**src/sv/lwe_pkg.sv**
```systemverilog
// Shared widths, byte codes, action codes and types of the line editor.
package lwe_pkg;

   // Field widths
   localparam int CHAR_W     = 8;
   localparam int OUT_CHAR_W = 7;
   localparam int ACT_W      = 3;
   localparam int CSR_IDX_W  = 1;
   localparam int CSR_DATA_W = 8;

   // Default line length
   localparam int LINE_WIDTH_DEF = 32;

   // Byte codes with a fixed meaning
   localparam logic [CHAR_W-1:0]     CODE_EOT    = 8'h04;
   localparam logic [CHAR_W-1:0]     CODE_NL     = 8'h0A;
   localparam logic [CHAR_W-1:0]     CODE_WERASE = 8'h17;
   localparam logic [CHAR_W-1:0]     CODE_SPACE  = 8'h20;
   localparam logic [CHAR_W-1:0]     CODE_TILDE  = 8'h7E;
   localparam logic [OUT_CHAR_W-1:0] STORE_SPACE = 7'h20;

   // Display actions
   localparam logic [ACT_W-1:0] ACT_ECHO    = 3'd0;
   localparam logic [ACT_W-1:0] ACT_ERASE   = 3'd1;
   localparam logic [ACT_W-1:0] ACT_BELL    = 3'd2;
   localparam logic [ACT_W-1:0] ACT_NEWLINE = 3'd3;
   localparam logic [ACT_W-1:0] ACT_END     = 3'd4;

   // Configuration register indexes and reset values
   localparam logic [CSR_IDX_W-1:0]  CSR_ERASE   = 1'd0;
   localparam logic [CSR_IDX_W-1:0]  CSR_KILL    = 1'd1;
   localparam logic [CSR_DATA_W-1:0] ERASE_RESET = 8'd127;
   localparam logic [CSR_DATA_W-1:0] KILL_RESET  = 8'd21;

   // Configuration seen by the sequencer
   typedef struct packed {
      logic [CHAR_W-1:0] erase_char;
      logic [CHAR_W-1:0] kill_char;
   } lwe_cfg_type;

endpackage

```
**src/sv/lwe_if.sv**
```systemverilog
// Valid/ready channel interfaces for typed bytes and display actions.
interface lwe_req_if import lwe_pkg::*; ();
   logic              valid;
   logic              ready;
   logic [CHAR_W-1:0] char_in;

   modport source (output valid, output char_in, input ready);
   modport sink   (input valid, input char_in, output ready);
endinterface

interface lwe_rsp_if import lwe_pkg::*; ();
   logic                  valid;
   logic                  ready;
   logic [ACT_W-1:0]      action;
   logic [OUT_CHAR_W-1:0] char_out;
   logic                  last;

   modport source (output valid, output action, output char_out, output last, input ready);
   modport sink   (input valid, input action, input char_out, input last, output ready);
endinterface

```
**src/sv/line_editor_with_word_wrap.sv**
```systemverilog
// Line editor with word wrap: one typed byte per transaction in, display actions out.
// Each result passes through a pending register and an output register; kill and word erase
// first enter their own state, and a wrap holds its echo back until the scan for a space ends.
// A new byte is accepted only in the idle state, after the previous one is fully processed;
// kill emits one erase per erased column, and a wrap's scan, copy and echo share the one
// line-store read port. Reset (synchronous, active high) clears cursor, session flag and
// handshake state, and puts the configuration registers back to their reset values.
module line_editor_with_word_wrap import lwe_pkg::*; #(
   parameter int LINE_WIDTH = LINE_WIDTH_DEF
) (
   input  logic                  clock,
   input  logic                  reset,
   lwe_req_if.sink               req_if,
   lwe_rsp_if.source             rsp_if,
   input  logic                  csr_we,
   input  logic [CSR_IDX_W-1:0]  csr_idx,
   input  logic [CSR_DATA_W-1:0] csr_wdata
);

   localparam int IDX_W = (LINE_WIDTH > 1) ? $clog2(LINE_WIDTH) : 1;

   lwe_cfg_type           cfg_ff;
   logic                  wr_en;
   logic [IDX_W-1:0]      wr_addr;
   logic [OUT_CHAR_W-1:0] wr_data;
   logic [IDX_W-1:0]      rd_addr;
   logic [OUT_CHAR_W-1:0] rd_data;

   // Configuration registers
   always_ff @(posedge clock) begin
      if (reset) begin
         cfg_ff.erase_char <= ERASE_RESET;
         cfg_ff.kill_char  <= KILL_RESET;
      end else if (csr_we) begin
         case (csr_idx)
            CSR_ERASE: cfg_ff.erase_char <= csr_wdata;
            CSR_KILL:  cfg_ff.kill_char  <= csr_wdata;
            default: begin
            end
         endcase
      end
   end

   // Line store
   lwe_ram #(
      .WIDTH (OUT_CHAR_W),
      .DEPTH (LINE_WIDTH)
   ) u_line_store (
      .clock   (clock),
      .wr_en   (wr_en),
      .wr_addr (wr_addr),
      .wr_data (wr_data),
      .rd_addr (rd_addr),
      .rd_data (rd_data)
   );

   // Editing sequencer
   lwe_seq #(
      .LINE_WIDTH (LINE_WIDTH)
   ) u_seq (
      .clock   (clock),
      .reset   (reset),
      .cfg     (cfg_ff),
      .req_if  (req_if),
      .rsp_if  (rsp_if),
      .wr_en   (wr_en),
      .wr_addr (wr_addr),
      .wr_data (wr_data),
      .rd_addr (rd_addr),
      .rd_data (rd_data)
   );

endmodule

```
**src/sv/lwe_ram.sv**
```systemverilog
// Generic single-port-write, single-port-read RAM with a registered read.
module lwe_ram #(
   parameter int WIDTH = 8,
   parameter int DEPTH = 32,
   localparam int ADDR_W = (DEPTH > 1) ? $clog2(DEPTH) : 1
) (
   input  logic              clock,
   input  logic              wr_en,
   input  logic [ADDR_W-1:0] wr_addr,
   input  logic [WIDTH-1:0]  wr_data,
   input  logic [ADDR_W-1:0] rd_addr,
   output logic [WIDTH-1:0]  rd_data
);

   logic [WIDTH-1:0] mem [DEPTH];
   logic [WIDTH-1:0] rd_data_ff;

   // Write port and registered read port; a read in the cycle of a write returns old data.
   always_ff @(posedge clock) begin
      if (wr_en) begin
         mem[wr_addr] <= wr_data;
      end
      rd_data_ff <= mem[rd_addr];
   end

   assign rd_data = rd_data_ff;

endmodule

```
**src/sv/lwe_seq.sv**
```systemverilog
// Sequencer: decodes each typed byte, walks the line store and emits display actions.
module lwe_seq import lwe_pkg::*; #(
   parameter int LINE_WIDTH = LINE_WIDTH_DEF,
   localparam int IDX_W = (LINE_WIDTH > 1) ? $clog2(LINE_WIDTH) : 1,
   localparam int CUR_W = $clog2(LINE_WIDTH + 1)
) (
   input  logic                  clock,
   input  logic                  reset,
   input  lwe_cfg_type           cfg,
   lwe_req_if.sink               req_if,
   lwe_rsp_if.source             rsp_if,
   output logic                  wr_en,
   output logic [IDX_W-1:0]      wr_addr,
   output logic [OUT_CHAR_W-1:0] wr_data,
   output logic [IDX_W-1:0]      rd_addr,
   input  logic [OUT_CHAR_W-1:0] rd_data
);

   // Sequencer states
   localparam logic [2:0] S_IDLE   = 3'd0;
   localparam logic [2:0] S_FLUSH  = 3'd1;
   localparam logic [2:0] S_KILL   = 3'd2;
   localparam logic [2:0] S_WERASE = 3'd3;
   localparam logic [2:0] S_SCAN   = 3'd4;
   localparam logic [2:0] S_COPY   = 3'd5;
   localparam logic [2:0] S_NL     = 3'd6;
   localparam logic [2:0] S_ECHO   = 3'd7;

   logic [2:0]            state_ff, state_in;
   logic [CUR_W-1:0]      cur_ff, cur_in;
   logic                  ended_ff, ended_in;
   logic                  phase_ff, phase_in;
   logic [IDX_W-1:0]      ptr_ff, ptr_in;
   logic [IDX_W-1:0]      start_ff, start_in;
   logic [IDX_W-1:0]      cnt_ff, cnt_in;
   logic                  pend_valid_ff;
   logic [ACT_W-1:0]      pend_act_ff;
   logic [OUT_CHAR_W-1:0] pend_char_ff;
   logic                  rsp_valid_ff;
   logic [ACT_W-1:0]      rsp_act_ff;
   logic [OUT_CHAR_W-1:0] rsp_char_ff;
   logic                  rsp_last_ff;

   logic                  emit;
   logic [ACT_W-1:0]      emit_act;
   logic [OUT_CHAR_W-1:0] emit_char;
   logic                  flush;
   logic                  out_free;
   logic                  can_emit;
   logic                  push_mid;
   logic                  push_last;
   logic                  accept;
   logic                  rd_space;
   logic [IDX_W-1:0]      cur_idx;
   logic [CHAR_W-1:0]     ch;

   // One pending result is held back so that the final one can be marked last.
   assign out_free  = !rsp_valid_ff || rsp_if.ready;
   assign can_emit  = !pend_valid_ff || out_free;
   assign push_mid  = emit && can_emit && pend_valid_ff;
   assign push_last = flush && out_free;

   assign req_if.ready = (state_ff == S_IDLE);
   assign accept       = req_if.valid && req_if.ready;
   assign ch           = req_if.char_in;
   assign cur_idx      = cur_ff[IDX_W-1:0];
   assign rd_space     = (rd_data == STORE_SPACE);

   // Next-state logic, memory addressing and result production
   always_comb begin
      state_in  = state_ff;
      cur_in    = cur_ff;
      ended_in  = ended_ff;
      phase_in  = phase_ff;
      ptr_in    = ptr_ff;
      start_in  = start_ff;
      cnt_in    = cnt_ff;
      emit      = 1'b0;
      emit_act  = ACT_ECHO;
      emit_char = '0;
      flush     = 1'b0;
      wr_en     = 1'b0;
      wr_addr   = cur_idx;
      wr_data   = ch[OUT_CHAR_W-1:0];
      rd_addr   = '0;
      case (state_ff)
         S_IDLE: begin
            if (accept && !ended_ff) begin
               if (ch == CODE_EOT && cur_ff == '0) begin
                  emit     = 1'b1;
                  emit_act = ACT_END;
                  ended_in = 1'b1;
                  state_in = S_FLUSH;
               end else if (ch == cfg.erase_char && cur_ff != '0) begin
                  emit     = 1'b1;
                  emit_act = ACT_ERASE;
                  cur_in   = cur_ff - CUR_W'(1);
                  state_in = S_FLUSH;
               end else if (ch == cfg.kill_char) begin
                  if (cur_ff != '0) begin
                     state_in = S_KILL;
                  end
               end else if (ch == CODE_WERASE) begin
                  if (cur_ff != '0) begin
                     phase_in = 1'b1;
                     rd_addr  = cur_idx - IDX_W'(1);
                     state_in = S_WERASE;
                  end
               end else if (ch == CODE_NL) begin
                  emit     = 1'b1;
                  emit_act = ACT_NEWLINE;
                  cur_in   = '0;
                  state_in = S_FLUSH;
               end else if (ch < CODE_SPACE || ch > CODE_TILDE) begin
                  emit     = 1'b1;
                  emit_act = ACT_BELL;
                  state_in = S_FLUSH;
               end else begin
                  // Printable: echo, store at the cursor and check for a full line.
                  emit      = 1'b1;
                  emit_act  = ACT_ECHO;
                  emit_char = ch[OUT_CHAR_W-1:0];
                  wr_en     = 1'b1;
                  cur_in    = cur_ff + CUR_W'(1);
                  if (cur_ff == CUR_W'(LINE_WIDTH - 1)) begin
                     if (ch == CODE_SPACE) begin
                        cnt_in   = '0;
                        state_in = S_NL;
                     end else begin
                        // The byte just stored is no space, so the scan starts below it.
                        ptr_in   = cur_idx;
                        rd_addr  = cur_idx - IDX_W'(1);
                        state_in = S_SCAN;
                     end
                  end else begin
                     state_in = S_FLUSH;
                  end
               end
            end
         end
         S_FLUSH: begin
            flush = 1'b1;
            if (out_free) begin
               state_in = S_IDLE;
            end
         end
         S_KILL: begin
            if (can_emit) begin
               emit     = 1'b1;
               emit_act = ACT_ERASE;
               cur_in   = cur_ff - CUR_W'(1);
               if (cur_ff == CUR_W'(1)) begin
                  state_in = S_FLUSH;
               end
            end
         end
         S_WERASE: begin
            // Read data is the character left of the cursor.
            rd_addr = cur_idx - IDX_W'(1);
            if (phase_ff || !rd_space) begin
               if (can_emit) begin
                  emit     = 1'b1;
                  emit_act = ACT_ERASE;
                  cur_in   = cur_ff - CUR_W'(1);
                  if (!rd_space) begin
                     phase_in = 1'b0;
                  end
                  if (cur_ff == CUR_W'(1)) begin
                     state_in = S_FLUSH;
                  end else begin
                     rd_addr = cur_idx - IDX_W'(2);
                  end
               end
            end else begin
               state_in = S_FLUSH;
            end
         end
         S_SCAN: begin
            // Look left of the word start for a space.
            if (ptr_ff == '0) begin
               cnt_in   = '0;
               state_in = S_NL;
            end else if (rd_space) begin
               start_in = ptr_ff;
               cnt_in   = IDX_W'(cur_ff - CUR_W'(ptr_ff));
               rd_addr  = ptr_ff;
               state_in = S_COPY;
            end else begin
               ptr_in = ptr_ff - IDX_W'(1);
               if (ptr_ff > IDX_W'(1)) begin
                  rd_addr = ptr_ff - IDX_W'(2);
               end
            end
         end
         S_COPY: begin
            // Erase one column and move one character of the word to the line start.
            rd_addr = ptr_ff;
            if (can_emit) begin
               emit     = 1'b1;
               emit_act = ACT_ERASE;
               wr_en    = 1'b1;
               wr_addr  = ptr_ff - start_ff;
               wr_data  = rd_data;
               if (CUR_W'(ptr_ff) + CUR_W'(1) == cur_ff) begin
                  state_in = S_NL;
               end else begin
                  ptr_in  = ptr_ff + IDX_W'(1);
                  rd_addr = ptr_ff + IDX_W'(1);
               end
            end
         end
         S_NL: begin
            if (can_emit) begin
               emit     = 1'b1;
               emit_act = ACT_NEWLINE;
               cur_in   = CUR_W'(cnt_ff);
               ptr_in   = '0;
               state_in = (cnt_ff == '0) ? S_FLUSH : S_ECHO;
            end
         end
         S_ECHO: begin
            // Echo the moved word from the start of the new line.
            rd_addr = ptr_ff;
            if (can_emit) begin
               emit      = 1'b1;
               emit_act  = ACT_ECHO;
               emit_char = rd_data;
               if (ptr_ff + IDX_W'(1) == cnt_ff) begin
                  state_in = S_FLUSH;
               end else begin
                  ptr_in  = ptr_ff + IDX_W'(1);
                  rd_addr = ptr_ff + IDX_W'(1);
               end
            end
         end
         default: begin
            state_in = S_IDLE;
         end
      endcase
   end

   // Control registers
   always_ff @(posedge clock) begin
      if (reset) begin
         state_ff      <= S_IDLE;
         cur_ff        <= '0;
         ended_ff      <= 1'b0;
         pend_valid_ff <= 1'b0;
         rsp_valid_ff  <= 1'b0;
      end else begin
         state_ff <= state_in;
         cur_ff   <= cur_in;
         ended_ff <= ended_in;
         if (emit && can_emit) begin
            pend_valid_ff <= 1'b1;
         end else if (push_last) begin
            pend_valid_ff <= 1'b0;
         end
         if (push_mid || push_last) begin
            rsp_valid_ff <= 1'b1;
         end else if (rsp_if.ready) begin
            rsp_valid_ff <= 1'b0;
         end
      end
   end

   // Walk pointers and result payload
   always_ff @(posedge clock) begin
      phase_ff <= phase_in;
      ptr_ff   <= ptr_in;
      start_ff <= start_in;
      cnt_ff   <= cnt_in;
      if (emit && can_emit) begin
         pend_act_ff  <= emit_act;
         pend_char_ff <= emit_char;
      end
      if (push_mid || push_last) begin
         rsp_act_ff  <= pend_act_ff;
         rsp_char_ff <= pend_char_ff;
         rsp_last_ff <= push_last;
      end
   end

   assign rsp_if.valid    = rsp_valid_ff;
   assign rsp_if.action   = rsp_act_ff;
   assign rsp_if.char_out = rsp_char_ff;
   assign rsp_if.last     = rsp_last_ff;

`ifndef SYNTHESIS
   // The cursor never passes the end of the line.
   a_cur_range: assert property (@(posedge clock) disable iff (reset)
      cur_ff <= CUR_W'(LINE_WIDTH))
      else $error("cursor beyond line width");

   // No result is left pending once the sequencer is idle.
   a_idle_empty: assert property (@(posedge clock) disable iff (reset)
      state_ff == S_IDLE |-> !pend_valid_ff)
      else $error("pending result in idle");

   // The word copy moves characters strictly to the left.
   a_copy_left: assert property (@(posedge clock) disable iff (reset)
      state_ff == S_COPY |-> (start_ff != '0) && (ptr_ff >= start_ff))
      else $error("word copy overlaps its source");

   // After the end of the session nothing more is produced.
   a_ended_quiet: assert property (@(posedge clock) disable iff (reset)
      ended_ff && state_ff == S_IDLE |=> state_ff == S_IDLE && !pend_valid_ff)
      else $error("activity after end of session");
`endif

endmodule
```
**src/flat_wrapper.sv**
```systemverilog
// flat-port wrapper written by rule: the top's interface ports become plain ports
module line_editor_with_word_wrap_flat import lwe_pkg::*;
#(
   parameter int LINE_WIDTH = LINE_WIDTH_DEF
)
  (clock, reset, csr_we, csr_idx, csr_wdata, req_if_valid, req_if_char_in, req_if_ready, rsp_if_valid, rsp_if_action, rsp_if_char_out, rsp_if_last, rsp_if_ready);
  lwe_req_if req_if_i ();
  lwe_rsp_if rsp_if_i ();
  input  logic clock;
  input  logic reset;
  input  logic csr_we;
  input  logic [CSR_IDX_W-1:0] csr_idx;
  input  logic [CSR_DATA_W-1:0] csr_wdata;
  input wire logic [$bits(req_if_i.valid)-1:0] req_if_valid;
  input wire logic [$bits(req_if_i.char_in)-1:0] req_if_char_in;
  output wire logic [$bits(req_if_i.ready)-1:0] req_if_ready;
  output wire logic [$bits(rsp_if_i.valid)-1:0] rsp_if_valid;
  output wire logic [$bits(rsp_if_i.action)-1:0] rsp_if_action;
  output wire logic [$bits(rsp_if_i.char_out)-1:0] rsp_if_char_out;
  output wire logic [$bits(rsp_if_i.last)-1:0] rsp_if_last;
  input wire logic [$bits(rsp_if_i.ready)-1:0] rsp_if_ready;
  assign req_if_i.valid = req_if_valid;
  assign req_if_i.char_in = req_if_char_in;
  assign req_if_ready = req_if_i.ready;
  assign rsp_if_valid = rsp_if_i.valid;
  assign rsp_if_action = rsp_if_i.action;
  assign rsp_if_char_out = rsp_if_i.char_out;
  assign rsp_if_last = rsp_if_i.last;
  assign rsp_if_i.ready = rsp_if_ready;
  line_editor_with_word_wrap #(.LINE_WIDTH(LINE_WIDTH)) u_core (.clock(clock), .reset(reset), .req_if(req_if_i), .rsp_if(rsp_if_i), .csr_we(csr_we), .csr_idx(csr_idx), .csr_wdata(csr_wdata));
endmodule
```
**config.mk**
```make
export PLATFORM = sky130hd
export DESIGN_NAME = line_editor_with_word_wrap_flat
export DESIGN_NICKNAME = d
export VERILOG_FILES = /design/src/sv/lwe_pkg.sv /design/src/sv/lwe_if.sv /design/src/sv/line_editor_with_word_wrap.sv /design/src/sv/lwe_ram.sv /design/src/sv/lwe_seq.sv /design/src/flat_wrapper.sv
export SDC_FILE = /design/constraint.sdc
export NUM_CORES = 1
export LEC_CHECK = 0
export BUFFER_PORTS_ARGS = -buffer_cell sky130_fd_sc_hd__buf_2
export CAP_MARGIN = 20
export CORE_UTILIZATION = 45
export CTS_CLUSTER_SIZE = 12
export DETAILED_ROUTE_END_ITERATION = 6
export GPL_ROUTABILITY_DRIVEN = 0
export PLACE_DENSITY = 0.66
export SLEW_MARGIN = 0
export SYNTH_ARGS = -nofsm -noshare
export SYNTH_HDL_FRONTEND = slang
export SYNTH_SLANG_ARGS = --single-unit
```
**constraint.sdc**
```tcl
create_clock -name clock -period 4.8 [get_ports clock]
set_input_delay 0.72 -clock clock [delete_from_list [all_inputs] [get_ports clock]]
set_output_delay 0.72 -clock clock [all_outputs]
set_load 0.005 [all_outputs]
```
# Word level (Yosys, flattened, before mapping)
# Memories as Yosys holds them, arrays and structs flattened. A register that Yosys moved wholly into a read port is not among the register bits.
# Cells that the tools add are included.
[totals]
ff_bits = 65
ramBits = 224
inputBits = 22
output_inout_bits = 13
n_memories = 1
[op_classes]
add_sub_neg = 10
magnitude_cmp = 3
n_eq_ne = 47
n_mux = 138
bitwise = 2
reduce_logical = 38
[mem_list]
columns = ["name", "words", "word_bits", "read_ports", "rd_clocked_by_memory_dff", "wr", "line_no", "text"]
rows = [
  ["u_core.u_line_store.mem", 32, 7, 1, 1, 1, "lwe_ram.sv:15", "logic [WIDTH-1:0] mem [DEPTH];"],
]
[ops]
columns = ["cell", "n"]
rows = [
  ["two-way mux 5 bit", 45],
  ["two-way mux 3 bit", 24],
  ["two-way mux 7 bit", 10],
  ["two-way mux 6 bit", 10],
  ["case mux 5 bit (5 select lines)", 2],
  ["!= test 2 bit, second input constant", 18],
  ["two-way mux 1 bit", 32],
  ["case mux 3 bit (8 select lines)", 1],
  ["case mux 6 bit (4 select lines)", 1],
  ["AND reduction 10 bit", 2],
  ["equality test 8 bit", 2],
  ["two-way mux 2 bit", 7],
  ["case mux 7 bit (2 select lines)", 1],
  ["AND reduction 13 bit", 1],
  ["equality test 3 bit, second input constant", 4],
  ["case mux 3 bit (4 select lines)", 1],
  ["AND reduction 11 bit", 1],
  ["logical NOT 5 bit", 2],
  ["!= test 2 x 1 -> 1 bit, second input constant", 5],
  ["!= test 5 bit, second input constant", 2],
  ["case mux 5 bit (2 select lines)", 1],
  ["subtractor 5 x 1 -> 5 bit, second input constant", 2],
  ["subtractor 5 x 2 -> 5 bit, second input constant", 2],
  ["subtractor 5 bit", 2],
  ["37 further kinds", 60],
]

# Logic depth before layout (Yosys ltp)
[logic_depth]
ltp_word = 12
depth_mapped = 16
ltp_nobuf = 13

# Cells and area by module
# A second synthesis with hierarchy kept.
[hier_totals]
cells_unflattened = 906
area_unflattened_um2 = 13605.5
[modules_own_cells]
columns = ["mod", "instances", "cells_each", "area_each_um2", "seq_area_each_um2"]
rows = [
  ["lwe_ram", 1, 370, 8833.5, 6866.6],
  ["lwe_seq", 1, 469, 4102.7, 1351.3],
  ["line_editor_with_word_wrap", 1, 67, 669.4, 320.3],
]

# Worst setup path before layout
# OpenSTA, ideal clock, no wires.
[synth_path]
path_kind = "reg2reg"
from = "register u_core.u_seq.cur_ff[0]"
to = "register u_core.u_seq.rsp_act_ff[0], in the netlist u_core.u_seq.rsp_if.action[0], enable pin"
setup_time_ns = 0.339
arrival_ns = 3.334
path_slack_ns = 1.127
stages_incl_launch_ff = 14
n_path_buf = 3
period_less_slack_ns = 3.673
cell_sequence = "dfxtp_1 clkbuf_1 inv_1 ha_1 and3_1 clkbuf_1 or3_1 clkbuf_1 nand3_1 a31o_2 a21oi_1 a21oi_1 a21oi_1 inv_1"
[synth_via]
elab_chain_len = 9
elab_cells_between_ends = 11
[synth_lines]
columns = ["item", "line_no", "text"]
rows = [
  ["start, declared", "lwe_seq.sv:30", "logic [CUR_W-1:0] cur_ff, cur_in;"],
  ["start signal, assigned", "lwe_seq.sv:252", "cur_ff <= cur_in;"],
  ["nonzero test 6 bit", "lwe_seq.sv:94", "end else if (ch == cfg.erase_char && cur_ff != '0) begin"],
  ["logical AND 1 bit", "lwe_seq.sv:94", ""],
  ["two-way mux 1 bit", "lwe_seq.sv:94", ""],
  ["two-way mux 1 bit *", "lwe_seq.sv:89", "if (ch == CODE_EOT && cur_ff == '0) begin"],
  ["two-way mux 1 bit *", "lwe_seq.sv:88", "if (accept && !ended_ff) begin"],
  ["case mux 1 bit (3 select lines) *", "lwe_seq.sv:86", "case (state_ff)"],
  ["logical AND 1 bit * (2 in series)", "lwe_seq.sv:60", "assign push_mid = emit && can_emit && pend_valid_ff;"],
  ["logical OR 1 bit *", "lwe_seq.sv:277", "if (push_mid || push_last) begin"],
  ["end signal, assigned", "lwe_seq.sv:278", "rsp_act_ff <= pend_act_ff;"],
  ["end, declared", "lwe_seq.sv:40", "logic [ACT_W-1:0] rsp_act_ff;"],
]
# Every way passes the cells marked *; elsewhere a longest branch is shown, timed or not.
# A chain may end at the register's enable or synchronous reset.

# Worst setup path in the final report
[layout_path]
from = "register u_core.u_seq.ptr_ff[1]"
to = "register u_core.u_line_store.rd_data_ff[6], in the netlist u_core.u_line_store.rd_data[6] (read register of u_core.u_line_store.mem)"
[layout_via]
elab_chain_len = 5
elab_cells_between_ends = 15
[layout_lines]
columns = ["item", "line_no", "text"]
rows = [
  ["start, declared", "lwe_seq.sv:33", "logic [IDX_W-1:0] ptr_ff, ptr_in;"],
  ["start signal, assigned", "lwe_seq.sv:270", "ptr_ff <= ptr_in;"],
  ["adder 5 x 1 -> 6 bit (tied with other cells)", "lwe_seq.sv:204", "if (CUR_W'(ptr_ff) + CUR_W'(1) == cur_ff) begin"],
  ["equality test 6 bit (tied with other cells)", "lwe_seq.sv:204", ""],
  ["two-way mux 5 bit, on equally long branches", "lwe_seq.sv:204, lwe_seq.sv:183, lwe_seq.sv:228", ""],
  ["two-way mux 5 bit, on equally long branches", "lwe_seq.sv:198, lwe_seq.sv:180, lwe_seq.sv:224", ""],
  ["case mux 5 bit (5 select lines) *", "lwe_seq.sv:86", ""],
  ["end, declared", "lwe_ram.sv:16", "logic [WIDTH-1:0] rd_data_ff;"],
]
# Marked as above.

==> flow_metrics.tcl <==
set metrics [dict create \
    maxSlewViolCount 0 \
    max-slew-margin-rel_pct 32.2 \
    tns_ns 0 \
    grt_usage_pct 21.7 \
    required_ns 5.26 \
    post_cts_buffers 0 \
    final_cell_mix "261 x edfxtp_1, 110 x nand2_1, 85 x nor2_1" \
    ys.warnings.count 0 \
    cts.sinks 296 \
    finalNetCount 1215 \
    pin_count 35 \
    synth_top_cell_by_area "edfxtp_1" \
    r2r_cells 15 \
    cellPowerDensity_nw_per_um2 344 \
    firstDrtPassIters 7 \
    fillers 2631 \
    std_cell_rows 64 \
    power_mw 5.41 \
    cts-root-buf "clkbuf_16" \
    synth.distinct_cells 76 \
    rsz0062_at_grt "no" \
    clock_latency_ns 0.57 \
    place_area_sq_um 14800 \
    initial_core_util_pct 46.0 \
    arrival_ns 4.85 \
    n_antenna_cell 0 \
    worst_slack_ns 0.411 \
    async_flop_share_pct 0 \
    power.leakage_nw 5.72 \
    avgSynthCellArea_sq_um 12.5 \
    fin_area_sq_um 15700 \
    grt_pass1_wl_mm 53.0 \
    grt.overflow.total 0 \
    grt_pass1_vias 9121 \
    cts-resized-gates 0 \
    routedWlPerCell_um 21.5 \
    die_w_um 179 \
    num_vias 9360 \
    tightestPinTransition_ns 1.02 \
    fin_crit_ns 4.39 \
    cp_slowest_cell "a211oi_4" \
    routed_wl_mm 34.2 \
    mostFrequentLayoutCell "edfxtp_1" \
    die_area_sq_um 32100 \
    failed_checks "DRC" \
    dp_slack_ns 0.367 \
    drc 26 \
    yosys.area.top_type_share_pct 55.4 \
    hold_path_depth 2 \
    synth_area_leaders "edfxtp_1 55%, mux2i_1 5.9%, dfxtp_1 5.0%" \
    post-route-period-util_pct 91.4 \
    whs_ns 0.372 \
    cts_tree "done" \
    place_hpwl_mm 23.3 \
    htreeDepth 1 \
    coreArea_sq_um 30700 \
    clk_pin_slew_ns 0.06 \
    fin_util_pct 51.2 \
    startpoint_type "flip-flop" \
    min_path_type "in2reg" \
    path_cells "inv_1 > ha_1 > or4b_1 > nand3_1 > a21oi_1 > o21ai_0 > o221ai_2 > a211oi_4 > buf_4 > buf_4 > mux2i_1 > nand2_1 > o21ai_0 > o211ai_1 > and4_1" \
    synthFlopType "edfxtp_1" \
    instances_no_fill 1592 \
    critical_path.max_fanout 19 \
    drt_iter0_drc 1004 \
    antenna_found_initial 0 \
    ys_seq_area_share_pct 60.4 \
    clock-skew-final_ns 0.0122 \
    syn_nets 1177 \
    dieHeight_um 179 \
    io_buffers 34 \
    status "complete, but fails checks" \
    area_growth_pct 11.3 \
    critPathMaxStageDelay_ns 0.65 \
    numCtsBuffers 31 \
    vias_per_cell 5.88 \
    final_antenna_net_count 0 \
    drv_cap 0 \
    syn-instance-count 1133 \
    irDropWorstVdd_mv 0.286 \
    fmax_ghz 0.228 \
    postCtsHoldBufs 0 \
    drive_gt1_share_pct 14.7 \
    yosys_register_bits 296 \
    setup_viol 0 \
    finalHoldViolCount 0 \
    crit_type "reg2reg" \
    synth_edf_count 261 \
    synth_area_sq_um 14100 \
    placed_cells 1534 \
    clockBufferDepth 3 \
    grt_start_max_net_pins 33 \
    endpoint_kind "flip-flop" \
]
## routing by layer
layer | global-route usage (%) | share of wire [%] | wire length, um
met3 | 2.63 | 7.2 | 2480
met5 | 0 | 0 | 0
met4 | 7.91 | 3.3 | 1120
met2 | 34.7 | 46 | 15800
met1 | 30.3 | 43 | 14800
## power by group
part	switching (mW)	leakage, nW	internal (mW)
Sequential	0.0203	2.65	2.85
Clock	0.961	0.451	1.28
Combinational	0.206	2.62	0.101
## flip-flops by register name (all words and copies together) (netlist names), 5 cells and up
name and flops:
u_core.u_line_store.mem 224, u_core.cfg_ff 16, u_core.u_line_store.rd_data 7, u_core.u_seq.pend_char_ff 7
u_core.u_seq.rsp_if.char_out 7, u_core.u_seq.cur_ff 6, u_core.u_seq.cnt_ff 5, u_core.u_seq.ptr_ff 5
u_core.u_seq.start_ff 5
## synthesized netlist by cell type (15+ instances only)
cell	number
o21ai_0	56
xnor2_1	25
o211ai_1	31
nor3_1	27
dfxtp_1	35
mux2_2	46
nand2_1	110
buf_2	22
inv_1	25
nor2_1	85
mux2i_1	84
nor2b_1	18
xor2_1	15
clkbuf_1	31
ha_1	20
a21oi_1	48
edfxtp_1	261
## worst paths after layout
kind | slack [ns] | endpoint | from
worst max-delay path | 0.41 | u_core.u_line_store.rd_data[6] | u_core.u_seq.ptr_ff[1]
worst min-delay path | 0.37 | u_core.cfg_ff[8] | csr_wdata[0]
worst max register to register | 0.41 | u_core.u_line_store.rd_data[6] | u_core.u_seq.ptr_ff[1]
worst min register to register | 0.42 | u_core.u_seq.rsp_if.action[0] | u_core.u_seq.pend_act_ff[0]
## logic make-up (layout without fill, tap and decap cells)
kind of cell	Yosys count	after routing	share of synthesized area (%)
mux	131	131	9.69
flops	296	296	60.4
simple gates	317	317	10.8
buf+inv	96	159	3.19
fa+ha+maj	22	22	2.05
xor+xnor	42	42	2.80
compound gates	229	229	11.1
## worst max-delay path, delay by kind of cell (launching register included)
| family | cells | cell delay [ns] |
|---|---|---|
| AOI/OAI and AO/OA | 6 | 1.40 |
| and+or+nand+nor | 4 | 1.03 |
| buffers and inverters | 3 | 0.77 |
| DFF | 1 | 0.56 |
| muxes | 1 | 0.32 |
| adders and majority gates | 1 | 0.18 |
## area by class of cell
cell class	instances	area (sq um)	share of cell area (%)
clock buffers	49	863	5.48
clock inverters	9	72.6	0.461
inverters	26	97.6	0.620
multi-input cells	741	5170	32.9
flip-flops and latches	296	8540	54.2
well taps	396	495	3.15
repair buffers	75	503	3.19
No activity file was read; power rests on OpenSTA's default activity.
